`src/design/scd_pkg.sv`:
```
`timescale 1ns / 1ps
// ----------------------------------------------------------------------------
// scd_pkg: shared types and constants of the serial CAN frame deframer
// Byte codes of the serial framing, field masks and the result word type.
// ----------------------------------------------------------------------------
package scd_pkg;

    // framing bytes
    localparam logic [7:0] START_BYTE = 8'hAA;
    localparam logic [7:0] END_BYTE   = 8'h55;

    // frame-info byte fields
    localparam logic [7:0] LEN_MASK = 8'h0F;
    localparam logic [7:0] EXT_FLAG = 8'h20;

    // byte counts
    localparam logic [4:0] MIN_END_COUNT = 5'd7;
    localparam logic [4:0] EXT_OVERHEAD  = 5'd7;
    localparam logic [4:0] STD_OVERHEAD  = 5'd5;
    localparam logic [4:0] COUNT_MAX     = 5'd31;

    // byte positions within a frame, start byte at position zero
    localparam int INFO_POS = 1;
    localparam int ID_POS   = 2;
    localparam int EXT_BASE = 6;
    localparam int STD_BASE = 4;

    // data slots on the result word
    localparam int DATA_SLOTS = 8;

    typedef struct packed {
        logic [31:0]                 frame_id;
        logic                        is_extended;
        logic [3:0]                  data_len;
        logic [DATA_SLOTS-1:0][7:0]  data;
    } scd_result_t;

endpackage

```
`src/design/scd_frame_asm.sv`:
```
`timescale 1ns / 1ps
// ----------------------------------------------------------------------------
// scd_frame_asm: frame assembly and check
// Latches info, id and data bytes as they arrive and checks the frame on
// the end byte; flags a result in the same cycle as the closing byte.
// ----------------------------------------------------------------------------
module scd_frame_asm #(
    parameter int MAX_DATA_BYTES = 8
) (
    input  logic                clk,
    input  logic                rst_n,
    input  logic                accept,
    input  logic [7:0]          rx_byte,
    output logic                res_valid,
    output scd_pkg::scd_result_t res
);

    logic       in_frame_reg;
    logic       in_frame_next;
    logic [4:0] count_reg;
    logic [4:0] count_next;

    logic [7:0]  info_reg;
    logic [31:0] id_reg;
    logic [7:0]  data_reg [MAX_DATA_BYTES];

    logic       is_start;
    logic       take;
    logic [4:0] count_inc;
    logic       ext;
    logic [3:0] len;
    logic [4:0] expected;
    logic       is_end;

    // decode of the incoming word against the frame state
    always_comb
    begin
        is_start  = (rx_byte == scd_pkg::START_BYTE);
        take      = accept && !is_start && in_frame_reg;
        count_inc = (count_reg == scd_pkg::COUNT_MAX) ? count_reg : count_reg + 5'd1;
        ext       = ((info_reg & scd_pkg::EXT_FLAG) != 8'h00);
        len       = 4'(info_reg & scd_pkg::LEN_MASK);
        expected  = {1'b0, len} + (ext ? scd_pkg::EXT_OVERHEAD : scd_pkg::STD_OVERHEAD);
        is_end    = take && (rx_byte == scd_pkg::END_BYTE)
                    && (count_inc >= scd_pkg::MIN_END_COUNT);
        res_valid = is_end && (len <= 4'(MAX_DATA_BYTES)) && (count_inc == expected);
    end

    // frame state next value
    always_comb
    begin
        in_frame_next = in_frame_reg;
        count_next    = count_reg;
        if (accept && is_start)
        begin
            in_frame_next = 1'b1;
            count_next    = 5'd1;
        end
        else if (is_end)
        begin
            in_frame_next = 1'b0;
            count_next    = 5'd0;
        end
        else if (take)
        begin
            count_next = count_inc;
        end
    end

    always_ff @(posedge clk or negedge rst_n)
    begin
        if (!rst_n)
        begin
            in_frame_reg <= 1'b0;
            count_reg    <= 5'd0;
        end
        else
        begin
            in_frame_reg <= in_frame_next;
            count_reg    <= count_next;
        end
    end

    // info and id bytes latch at their fixed positions
    always_ff @(posedge clk)
    begin
        if (take && count_reg == 5'(scd_pkg::INFO_POS))
        begin
            info_reg <= rx_byte;
        end
        for (int k = 0; k < 4; k++)
        begin
            if (take && count_reg == 5'(scd_pkg::ID_POS + k))
            begin
                id_reg[8*k +: 8] <= rx_byte;
            end
        end
    end

    // data bytes, position depends on the id size
    for (genvar j = 0; j < MAX_DATA_BYTES; j++)
    begin : g_data
        logic lane_hit;

        assign lane_hit = ext ? (count_reg == 5'(scd_pkg::EXT_BASE + j))
                              : (count_reg == 5'(scd_pkg::STD_BASE + j));

        always_ff @(posedge clk)
        begin
            if (take && lane_hit)
            begin
                data_reg[j] <= rx_byte;
            end
        end
    end

    // result word, unused id and data bytes read as zero
    assign res.frame_id    = ext ? id_reg : {16'h0000, id_reg[15:0]};
    assign res.is_extended = ext;
    assign res.data_len    = len;

    for (genvar j = 0; j < scd_pkg::DATA_SLOTS; j++)
    begin : g_out
        if (j < MAX_DATA_BYTES)
        begin : g_used
            assign res.data[j] = (4'(j) < len) ? data_reg[j] : 8'h00;
        end
        else
        begin : g_unused
            assign res.data[j] = 8'h00;
        end
    end

endmodule

```
`src/design/scd_out_skid.sv`:
```
`timescale 1ns / 1ps
// ----------------------------------------------------------------------------
// scd_out_skid: output register with skid stage
// Holds the result word for the receiver and catches one more word while
// the receiver stalls, so the input side keeps running.
// ----------------------------------------------------------------------------
module scd_out_skid (
    input  logic                 clk,
    input  logic                 rst_n,
    input  logic                 res_valid,
    input  scd_pkg::scd_result_t res,
    output logic                 full,
    output logic                 out_valid,
    input  logic                 out_stall,
    output scd_pkg::scd_result_t out_word
);

    logic                 out_valid_reg;
    logic                 out_valid_next;
    logic                 skid_valid_reg;
    logic                 skid_valid_next;
    scd_pkg::scd_result_t out_reg;
    scd_pkg::scd_result_t skid_reg;
    logic                 load_out;

    // output register takes a new word when empty or when it is taken
    always_comb
    begin
        load_out        = !out_valid_reg || !out_stall;
        out_valid_next  = out_valid_reg;
        skid_valid_next = skid_valid_reg;
        if (load_out)
        begin
            out_valid_next  = skid_valid_reg || res_valid;
            skid_valid_next = 1'b0;
        end
        else if (res_valid)
        begin
            skid_valid_next = 1'b1;
        end
    end

    always_ff @(posedge clk or negedge rst_n)
    begin
        if (!rst_n)
        begin
            out_valid_reg  <= 1'b0;
            skid_valid_reg <= 1'b0;
        end
        else
        begin
            out_valid_reg  <= out_valid_next;
            skid_valid_reg <= skid_valid_next;
        end
    end

    // payload registers
    always_ff @(posedge clk)
    begin
        if (load_out)
        begin
            out_reg <= skid_valid_reg ? skid_reg : res;
        end
        else if (res_valid)
        begin
            skid_reg <= res;
        end
    end

    assign full      = skid_valid_reg;
    assign out_valid = out_valid_reg;
    assign out_word  = out_reg;

endmodule

```
`src/design/serial_can_frame_deframer.sv`:
```
`timescale 1ns / 1ps
// ----------------------------------------------------------------------------
// serial_can_frame_deframer: CAN frame recovery from a serial byte stream
// Input channel: in_valid / in_stall with rx_byte, one serial byte a word.
// Output channel: out_valid / out_stall with one decoded CAN frame a word.
// A byte 0xAA opens a frame (dropping any partial one); 0x55 closes it as
// its seventh or any later byte. Frames whose byte count does not match the
// info byte, or whose length is above MAX_DATA_BYTES, are dropped silently.
// Throughput: one byte accepted every cycle unless in_stall is high. Info,
// id and data bytes latch as they arrive, so the check on the closing byte
// needs only the byte count and the info byte. A frame is registered into
// the output buffer when its closing byte is accepted. Stall: a two-entry
// output buffer (output register plus skid stage) keeps the input running
// while one frame waits; in_stall rises only when both entries hold a frame.
// Reset: rst_n clears the frame state and the output buffer; bytes before
// the first 0xAA are ignored.
// ----------------------------------------------------------------------------
module serial_can_frame_deframer #(
    parameter int MAX_DATA_BYTES = 8
) (
    input  logic        clk,
    input  logic        rst_n,
    input  logic        in_valid,
    output logic        in_stall,
    input  logic [7:0]  rx_byte,
    output logic        out_valid,
    input  logic        out_stall,
    output logic [31:0] frame_id,
    output logic        is_extended,
    output logic [3:0]  data_len,
    output logic [7:0]  data_b0,
    output logic [7:0]  data_b1,
    output logic [7:0]  data_b2,
    output logic [7:0]  data_b3,
    output logic [7:0]  data_b4,
    output logic [7:0]  data_b5,
    output logic [7:0]  data_b6,
    output logic [7:0]  data_b7
);

    logic                 accept;
    logic                 res_valid;
    logic                 buf_full;
    scd_pkg::scd_result_t res;
    scd_pkg::scd_result_t out_word;

    // input word handshake
    assign in_stall = buf_full;
    assign accept   = in_valid && !buf_full;

    scd_frame_asm #(
        .MAX_DATA_BYTES (MAX_DATA_BYTES)
    ) u_asm (
        .clk       (clk),
        .rst_n     (rst_n),
        .accept    (accept),
        .rx_byte   (rx_byte),
        .res_valid (res_valid),
        .res       (res)
    );

    scd_out_skid u_skid (
        .clk       (clk),
        .rst_n     (rst_n),
        .res_valid (res_valid),
        .res       (res),
        .full      (buf_full),
        .out_valid (out_valid),
        .out_stall (out_stall),
        .out_word  (out_word)
    );

    // result word fields onto the ports
    assign frame_id    = out_word.frame_id;
    assign is_extended = out_word.is_extended;
    assign data_len    = out_word.data_len;
    assign data_b0     = out_word.data[0];
    assign data_b1     = out_word.data[1];
    assign data_b2     = out_word.data[2];
    assign data_b3     = out_word.data[3];
    assign data_b4     = out_word.data[4];
    assign data_b5     = out_word.data[5];
    assign data_b6     = out_word.data[6];
    assign data_b7     = out_word.data[7];

endmodule

```
`config.mk`:
```
export PLATFORM = sky130hd
export DESIGN_NAME = serial_can_frame_deframer
export DESIGN_NICKNAME = d
export VERILOG_FILES = /design/src/design/scd_pkg.sv /design/src/design/scd_frame_asm.sv /design/src/design/scd_out_skid.sv /design/src/design/serial_can_frame_deframer.sv
export SDC_FILE = /design/constraint.sdc
export NUM_CORES = 1
export LEC_CHECK = 0
export ABC_AREA = 1
export BUFFER_PORTS_ARGS = -buffer_cell sky130_fd_sc_hd__buf_2
export CORE_UTILIZATION = 63
export DETAILED_ROUTE_END_ITERATION = 7
export PLACE_DENSITY_LB_ADDON = 0.12
export SYNTH_ARGS = -nofsm -noshare
export SYNTH_HDL_FRONTEND = slang
export SYNTH_SLANG_ARGS = --single-unit
```
`constraint.sdc`:
```
create_clock -name clk -period 23 [get_ports clk]
set_input_delay 0 -clock clk [delete_from_list [all_inputs] [get_ports clk]]
set_output_delay 0 -clock clk [all_outputs]
set_load 0.005 [all_outputs]
```
==> results.txt <==
----------------------------------------------------
[Status]
  Result of the run ... finished, final reports clean

[Power]
  Power per Cell Area ... 86.8 mW/mm^2
  Part of the total power dissipated in the clock network ... 0.407
  Combinational Power Share ... 0.058
  Sw frac ... 0.214
  Sequential Power Share ... 0.535
  Leak Pwr ... 5.87 nW
  Largest vdd supply drop ... 108 uV
  Power Internal ... 0.945 mW
  Switching power summed over all nets ... 0.258 mW

[Floorplan]
  Top Ports ... 115
  Row count ... 49
  Die ar. ... 0.0195 mm^2
  Die Ht ... 140 um
  Placeable core region ... 0.0183 mm^2
  X dimension of the die ... 140 um
  Initial standard-cell utilization of the core ... 0.654

[Synthesis]
  Number of instances in the synthesized netlist ... 950
  Flop and latch count out of synthesis ... 311
  Largest cells by area after synthesis ... edfxtp_1, nand2_1, inv_1, nor2_1, o21ai_0
  Fraction of the mapped netlist area in compound gates ... 0.0248
  Area share of xor/xnor cells in the synthesized design ... 0
  Unique cell type count in the Yosys netlist ... 27
  Largest family of logic cells by synthesized area ... simple AND/OR/NAND/NOR gates
  Cell area after synthesis ... 0.0119 mm^2
  Fraction of the mapped netlist area in simple logic gates ... 0.145
  Average size of a mapped cell ... 12.6 um^2
  Post-Synth Adder-Cell Area ... 0.00691
  Net count after synthesis ... 968
  Multiplexer share of the synthesized area ... 0
  Cell type with the largest total area after synthesis ... edfxtp_1
  Sequential share of the synthesized area ... 0.779
  Ys Warns ... 0
  Fraction of post-synthesis cell area in the top cell type by area ... 0.762

[STA]
  Number of endpoints failing setup at the final stage ... 0
  Unrepaired setup endpoints after global routing ... no
  Count of final max-slew check failures ... 0
  Final clock skew ... 0.0123 ns
  Portion of the clock cycle consumed by the worst path in the final layout ... 0.182
  Slew HR ... 0.162
  Count of endpoints failing hold in the final timing report ... 0
  Post-layout min period ... 4.18 ns
  Measured slew at the worst slew-check pin ... 1.25 ns
  Upper clock frequency limit ... 239 MHz
  Setup TNS ... 0 ns

[GRT]
  M3 GR Usage ... 0.0320
  Met1 usage ... 0.332
  Initial antenna violation count ... 0
  GRT busiest layer ... met2
  Global-route wire length before repair ... 36.0 mm
  Maximum number of pins on one net before global-route repair ... 89
  Number of global-route vias before repair ... 6879
  Global-route congestion overflow total ... 0
  Overall fraction of global-route tracks in use ... 0.241
  Met2 Use GR ... 0.408

[Clocking]
  Later-pin clock latency in the skew report ... 0.54 ns
  Number of H-tree levels ... 1
  TritonCTS clock tree ... built
  Clock-pin slew on the worst setup and hold paths ... 0.06 ns
  Root cell of the clock tree ... clkbuf_16
  Clock sink total ... 311
  Number of CTS-inserted buffers ... 30
  Clock buffer depth ... 3

[Detailed routing]
  Routed length per instance ... 17.2 um
  DRC ... 0
  Count of nets left with antenna violations after detail routing ... 0
  Via-to-Cell Ratio ... 5.34
  First-pass iteration count of the detailed router ... 5
  Final wirelength ... 23.0 mm
  DR iter-0 viols ... 645
  Total via count in the routed design ... 7133

[Place]
  I/O Buffers ... 114
  Detailed placer's ending HPWL ... 13.7 mm
  Placer Congestion ... 0.900
  Placed inst area ... 0.0127 mm^2

[Finish]
  Fin nets ... 1101
  Cell area after layout ... 0.0139 mm^2
  Fill count ... 1177
  Highest-count cells in the layout ignoring fill and taps ... nand2_1, edfxtp_1, buf_2, inv_1, nor2_1
  Antenna diodes ... 0
  Most common library cell in the layout ignoring fill and taps ... nand2_1
  Share of layout cells above drive strength 1 ... 0.164
  Area added between synthesis and finish ... 16.0%

[Worst setup path]
  WP data required ... 23.16 ns
  Largest fanout of any net on the critical path ... 67
  Crit path arrival time ... 4.34 ns
  Element type at the critical path end ... flop
  Start-to-end type of the worst setup path ... flop to flop
  Critical path launch point type ... flop

[Run]
  MaxCap Viol Count ... 0

[Worst hold path]
  Min-Delay Path Class ... input pin to flop

----------------------------------------------------
==> cell families after synthesis <==
| group | Yosys count |
|---|---|
| compound gates | 54 |
| fa+ha+maj | 6 |
| buf+inv | 140 |
| flops | 311 |
| simple gates | 439 |
==> per-layer routing <==
metal  share of wire  routed length (um)
met1            0.44               10100
met2            0.49               11300
met3           0.053                1210
met4           0.018                 403
met5               0                   0
==> worst max-delay path, cell delays in order (launching register included) <==
cell      delay (ns)
edfxtp_1        0.76
fa_1            0.59
inv_1           0.08
nand2_1         0.06
nand2_1         0.08
inv_1           0.04
nand2_1         0.05
nand2_1         0.04
nor2_1          0.08
nand3_1         0.07
nor2_1          0.14
nand2_2         0.11
nor2_4          0.82
buf_4           0.83
==> repair_timing <==
item | in CTS | in global routing
hold buffers | 11 | 0
endpoints found under the hold margin | 115 | 0
setup endpoints to repair | 0 | 0
buffers inserted | 0 | 0
resized for setup | 0 | 0
==> power by group through the flow <==
stage / Clock, mW / Sequential [mW] / Combinational (mW)
global placement: 0 / 0.655 / 0.0662
floorplan: 0 / 0.651 / 0.0468
finish: 0.490 / 0.643 / 0.0694
CTS: 0.494 / 0.643 / 0.0686
global route: 0.515 / 0.644 / 0.0784
detailed placement: 0 / 0.655 / 0.0667
==> through the flow <==
stage	power (mW)	setup slack, ns	cells	hold WS [ns]	util
2_1_floorplan	0.697	15.26	950	-0.296	-
3_3_place_gp	0.721	18.91	1269	-0.139	0.697
3_5_place_dp	0.722	18.83	1269	-0.141	0.698
4_1_cts	1.21	18.81	1336	0.131	0.758
5_1_grt	1.24	18.51	1336	0.151	0.758
6_report	1.20	18.82	1336	0.133	0.758
==> area by class of cell <==
cell class	instances	area, um^2	share of cell area
tap	229	287	0.0207
clock inverter	19	195	0.0141
timing repair buffer	129	711	0.0513
inverter	112	420	0.0303
multi-input combinational	499	2140	0.154
clock buffer	37	798	0.0576
sequential	311	9300	0.672
==> path summary, 6_finish.rpt <==
check	from	end	slack [ns]	cells past startpoint
hold / removal	out_stall	u_skid.out_word[10]$_DFFE_PN_	0.13	2
min in group asynchronous	rst_n	u_asm.count_reg[1]$_DFFE_PN0P_	0.44	3
setup reg to reg	u_asm.info_reg[5]$_DFFE_PP_	u_skid.skid_reg[58]$_DFFE_PP_	18.82	13
hold reg to reg	u_asm.id_reg[8]$_DFFE_PP_	u_skid.skid_reg[77]$_DFFE_PP_	0.45	0
max in group asynchronous	rst_n	u_skid.full$_DFFE_PN0P_	22.23	3
setup / recovery	u_asm.info_reg[5]$_DFFE_PP_	u_skid.skid_reg[58]$_DFFE_PP_	18.82	13
==> Yosys cell counts <==
cell and n:
edfxtp_1 303, nand3_2 1, nor2_4 1, a21oi_2 1, inv_1 110, clkbuf_1 23
o21ai_0 41, nor2_2 2, fa_1 1, nand4_1 3, inv_2 1, clkinv_1 1
nor3_1 5, ha_1 5, buf_1 2, a211oi_1 4, dfrtp_1 8, nand2_1 310
nand3_1 21, nand2_2 4, buf_4 1, a31oi_1 1, nor2_1 90, a21oi_4 1
buf_2 2, nand4_2 2, a21oi_1 6
Note: power is estimated with default switching activity, not from simulation.
